--- src/rtl/core/crva_pkg.sv ---
// ----------------------------------------------------------------------------
// crva_pkg
// shared types and constants of the sparse row vector accumulator
// ----------------------------------------------------------------------------
package crva_pkg;

    // widest lane count that the packed words carry
    localparam int unsigned MAX_LANES = 16;
    localparam int unsigned Q_W       = 16;
    localparam int unsigned ACC_W     = 32;
    localparam int unsigned WORD_W    = 64;
    localparam int unsigned CHUNK_W   = 8;
    localparam int unsigned CFG_W     = 9;

    // configuration register map
    localparam logic [1:0] ADDR_CHUNKS_PER_ROW = 2'd0;

    // op codes of an input word
    localparam logic OP_MULTIPLY  = 1'b0;
    localparam logic OP_EMPTY_ROW = 1'b1;

    // sixteen Q8.8 lanes, lane k at bits 16k
    typedef logic [MAX_LANES-1:0][Q_W-1:0] t_lane_vec;

    // per-cycle control from the top level to every lane
    typedef struct packed {
        logic adv;      // whole pipeline moves this edge
        logic take;     // an input word is accepted this edge
        logic first;    // accepted word overwrites its slot
        logic fwd_hit;  // accepted word reads the slot being written now
        logic write;    // the word in the accumulate stage writes its slot
    } t_lane_ctrl;

    // sideband of the word leaving the accumulate stage toward the merge
    typedef struct packed {
        logic               emit;
        logic               zero;
        logic [CHUNK_W-1:0] pos;
        logic               last_chunk;
    } t_merge_in;

endpackage

--- src/rtl/core/crva_merge.sv ---
// ----------------------------------------------------------------------------
// crva_merge
// gathers the lane results into packed words and holds the output register
// ----------------------------------------------------------------------------
module crva_merge (
    input  logic                            i_clk,
    input  logic                            i_rst_n,
    input  logic                            i_adv,
    input  crva_pkg::t_merge_in             i_side,
    input  crva_pkg::t_lane_vec             i_lanes,
    output logic                            o_valid,
    output logic [crva_pkg::WORD_W-1:0]     o_result_lanes_0_3,
    output logic [crva_pkg::WORD_W-1:0]     o_result_lanes_4_7,
    output logic [crva_pkg::WORD_W-1:0]     o_result_lanes_8_11,
    output logic [crva_pkg::WORD_W-1:0]     o_result_lanes_12_15,
    output logic [crva_pkg::CHUNK_W-1:0]    o_chunk_index,
    output logic                            o_row_done
);
    import crva_pkg::*;

    logic                   r_valid;
    t_lane_vec              r_lanes;
    logic [CHUNK_W-1:0]     r_chunk;
    logic                   r_done;
    t_lane_vec              n_lanes;

    // empty-row words give all zero lanes
    assign n_lanes = i_side.zero ? '0 : i_lanes;

    always_ff @(posedge i_clk) begin
        if (!i_rst_n) begin
            r_valid <= 1'b0;
        end else if (i_adv) begin
            r_valid <= i_side.emit;
        end
    end

    always_ff @(posedge i_clk) begin
        if (i_adv && i_side.emit) begin
            r_lanes <= n_lanes;
            r_chunk <= i_side.pos;
            r_done  <= i_side.last_chunk;
        end
    end

    assign o_valid              = r_valid;
    assign o_result_lanes_0_3   = r_lanes[3:0];
    assign o_result_lanes_4_7   = r_lanes[7:4];
    assign o_result_lanes_8_11  = r_lanes[11:8];
    assign o_result_lanes_12_15 = r_lanes[15:12];
    assign o_chunk_index        = r_chunk;
    assign o_row_done           = r_done;

endmodule

--- config.mk ---
export PLATFORM = sky130hd
export DESIGN_NAME = crva_merge
export DESIGN_NICKNAME = d
export VERILOG_FILES = /design/src/rtl/core/crva_pkg.sv /design/src/rtl/core/crva_merge.sv
export SDC_FILE = /design/constraint.sdc
export NUM_CORES = 1
export LEC_CHECK = 0
export BUFFER_PORTS_ARGS = -buffer_cell sky130_fd_sc_hd__buf_2
export CORE_ASPECT_RATIO = 0.5
export CORE_MARGIN = 2
export CORE_UTILIZATION = 30
export CTS_CLUSTER_DIAMETER = 30
export DETAILED_ROUTE_END_ITERATION = 16
export GPL_TIMING_DRIVEN = 0
export PLACE_DENSITY = 0.61
export SLEW_MARGIN = 20
export SYNTH_ARGS = -nofsm -noshare
export SYNTH_HDL_FRONTEND = slang
export SYNTH_SLANG_ARGS = --single-unit
--- constraint.sdc ---
create_clock -name i_clk -period 7.7 [get_ports i_clk]
set_input_delay 0.385 -clock i_clk [delete_from_list [all_inputs] [get_ports i_clk]]
set_output_delay 0.385 -clock i_clk [all_outputs]
set_load 0.01 [all_outputs]
==> Word-level counts from Yosys, hierarchy flattened <==
Index checks and enable logic that the tools add are counted.
W data, S select, Z words.
{ "word_totals": {"reg_bits": 266, "in_bits": 270, "output_inout_bits": 266} }
{ "classes": {"n_reduce_logical": 1} }
{ "ops": {"columns": ["operator", "count"], "rows": [
  ["$logic_and A1 B1 Y1", 1]
]} }

==> Logic depth before layout (Yosys ltp) <==
{ "depth": {"ltp_word": 1, "depth_mapped": 3} }

==> Least setup slack after synthesis <==
Ideal clock, no wire load.
{ "synth_timing": {"path_kind": "input-to-reg", "startpoint": "input i_side[10] in the netlist's numbering", "endpoint": "register r_chunk[0] (netlist: o_chunk_index[0]), enable pin", "setup_ps": 659, "arrival_ps": 6387, "required_time_ps": 7041, "path_slack_ps": 653, "cell_stages": 1, "n_path_buf": 0, "path_cell_list": "and2_1"} }
{ "synth_between": {"elab_chain_cells": 1} }
{ "synth_lines": {"columns": ["element", "line_no", "source"], "rows": [
  ["start, declared", "crva_merge.sv:9", "input crva_pkg::t_merge_in i_side,"],
  ["$logic_and A1 B1 Y1", "crva_merge.sv:39", "if (i_adv && i_side.emit) begin"],
  ["end signal, assigned", "crva_merge.sv:41", "r_chunk <= i_side.pos;"],
  ["end, declared", "crva_merge.sv:23", "logic [CHUNK_W-1:0] r_chunk;"]
]} }
Every way passes these cells.
A chain may end at the register's enable or synchronous reset.

==> Final worst setup path <==
{ "layout_timing": {"startpoint": "register r_lanes (netlist bit o_result_lanes_4_7[36])", "endpoint": "output o_result_lanes_4_7[36] in the netlist's numbering"} }
{ "layout_rtl": {"columns": ["element", "line_no", "source"], "rows": [
  ["start, declared", "crva_merge.sv:22", "t_lane_vec r_lanes;"],
  ["start signal, assigned", "crva_merge.sv:40", "r_lanes <= n_lanes;"],
  ["end, declared", "crva_merge.sv:13", "output logic [crva_pkg::WORD_W-1:0] o_result_lanes_4_7,"]
]} }
No word-level cell between the ends.

==> impl_metrics.yaml <==
sta:
  tns_ns: 0
  skew_ns: 0
  setup_viol: 0
  post-route-min-period_ns: 1.54
  fin_crit_sh_pct: 20.0
  rsz0062_at_grt: "no"
  tightest_slew_ns: 0.577
  slew_headroom_pct: 61.5
  fmax_mhz: 648
  hold_ws_ns: 0.0389
  finalMaxSlewViolations: 0
  final-hold-violation-count: 0
floorplan:
  die_h_um: 131
  design.core.area_um2: 31800
  start_util_pct: 30.6
  die_w_um: 259
  rows: 46
  pin_count: 536
  die_area_um2: 34000
route:
  via_per_inst: 4.19
  vias: 6711
  final_antenna_net_count: 0
  routed_wl_um: 30500
  drtPass1Iterations: 4
  drcViolationCount: 0
  wl_per_cell_um: 19.0
  drt_iter0_drc: 335
yosys:
  netlist_instances: 553
  ys_warn_count: 0
  synth_cell_types: 7
  yosysSeqAreaShare_pct: 81.9
  syn_area_um2: 9740
  postSynthAreaPerCell_um2: 17.6
  synth_nets: 823
  ys_ff_latch: 266
grt:
  antenna_found_initial: 3
  grt_first_pass_wirelength_um: 44600
  grt.overflow.total: 0
  grt_max_degree: 59
  grtUsageTotal_pct: 17.5
  grt_pass1_vias: 7068
placement:
  gp_congestion: 0.949
  port_buffers: 534
  dp_hpwl_um: 23900
worst_setup_path:
  cp_slowest_cell: "edfxtp_1"
  ff2ff_path_depth: 2
  max_stage_delay_ns: 0.45
  critPathMaxFanout: 1
  crit_required_ns: 7.32
  r2r-start: "o_valid$_SDFFE_PN0P_"
  r2r_slack_ns: 7.01
  critPathKind: "reg -> out"
  critPathTopFamily: "flip-flops"
  r2r_end: "o_valid$_SDFFE_PN0P_"
  crit_chain: "buf_2"
  path_buf_inv: 1
  start_kind: "register"
  critPathCaptureType: "output pin"
  worst_ep_arrival_time_ns: 1.16
min_path:
  whs_endpoint: "o_chunk_index[1]$_DFFE_PP_"
  hp-class: "in -> reg"
  min_path_cells: 1
  min_from: "i_side[2]"
clock_network:
  cts.clk_slew.worst_paths_ns: 0.05
  post-cts-setup-buffer-count: 0
  clock_tree.buffer_depth: 3
  root_buffer: "clkbuf_16"
  clkLatencyLatePin_ns: 0.51
  post_cts_resized: 0
  cts_hold_buf: 0
  cts_buffers: 41
  clock_sinks: 266
  htree_levels: 2
  tritoncts: "yes"
status:
  status: "finished, final reports clean"
power:
  p_total_mw: 3.86
  peakVddDrop_mv: 0.130
  p_per_area_nw_per_um2: 267
  power_leakage_nw: 5.70
finish:
  layout_common_cells: "buf_2, edfxtp_1, nor2b_1"
  final_common_cell: "buf_2"
  syn2layout_area_growth_pct: 48.3
  layout-drive-gt1-share_pct: 54.2
  nets: 1405
flow_run:
  maxCapViolations: 0
flip-flops by register name, summed over array words and instances, names as in the netlist:
register              count
o_valid                   1
o_result_lanes_8_11      64
o_result_lanes_12_15     64
o_row_done                1
o_result_lanes_0_3       64
o_result_lanes_4_7       64
o_chunk_index             8
cell type report:
cell class | count | area, um^2
diodes | 3 | 7.51
flip-flops and latches | 266 | 7980
plain buffers | 28 | 138
repair buffers | 539 | 2800
clock inverters | 33 | 323
clock buffers | 42 | 1030
fillers | 2937 | 17400
multi-input cells | 259 | 1620
well taps | 432 | 541
cell families after synthesis:
logic type | after synthesis | synth area share (%)
flops | 266 | 81.9
simple gates | 258 | 16.6
buf+inv | 28 | 1.41
compound gates | 1 | 0.0771
routing by layer:
| layer | GRT usage [%] | vias to the layer above | wire [um] |
|---|---|---|---|
| met5 | 0 | - | 0 |
| met2 | 31.6 | 199 | 16500 |
| li1 | - | 3119 | - |
| met3 | 4.30 | 44 | 1670 |
| met1 | 20.8 | 3349 | 11800 |
| met4 | 4.82 | 0 | 519 |
where the power goes:
part	internal (mW)	total (mW)	switching, mW	leakage [nW]
combinational	0.152	0.338	0.186	2.72
sequential	1.70	1.73	0.0261	2.33
clock	1.10	1.79	0.695	0.659
per-stage QoR:
stage                     instances  cell area (um^2)  util, %  setup WS [ns]
after global placement         1519             12900     40.7          -1.60
after floorplan                 553              9740        -          0.653
final                          1602             14400     45.4           6.16
after CTS                      1599             14400     45.3           6.13
after detailed placement       1524             13100     41.1           5.69
after global routing           1602             14400     45.4           6.12
worst max path at each step:
stage | from | to | slack, ns | depth (start not counted)
2_1_floorplan | i_side[10] | o_chunk_index[0]$_DFFE_PP_ | 0.65 | 1
3_3_place_gp | i_adv | o_result_lanes_12_15[14]$_SDFFCE_PP0P_ | -1.60 | 2
3_5_place_dp | i_adv | o_result_lanes_12_15[40]$_SDFFCE_PP0P_ | 5.69 | 4
4_1_cts | o_result_lanes_4_7[36]$_SDFFCE_PP0P_ | o_result_lanes_4_7[36] | 6.13 | 1
5_1_grt | o_result_lanes_4_7[36]$_SDFFCE_PP0P_ | o_result_lanes_4_7[36] | 6.12 | 1
6_report | o_result_lanes_4_7[36]$_SDFFCE_PP0P_ | o_result_lanes_4_7[36] | 6.16 | 1
synth_stat cells:
master      n  area (um^2)
edfxtp_1  265         7960
o21a_1      1         7.51
buf_2      26          130
and2_1      1         6.26
nor2b_1   257         1610
clkbuf_1    2         7.51
dfxtp_1     1         20.0
(Power assumes the default switching activity.)
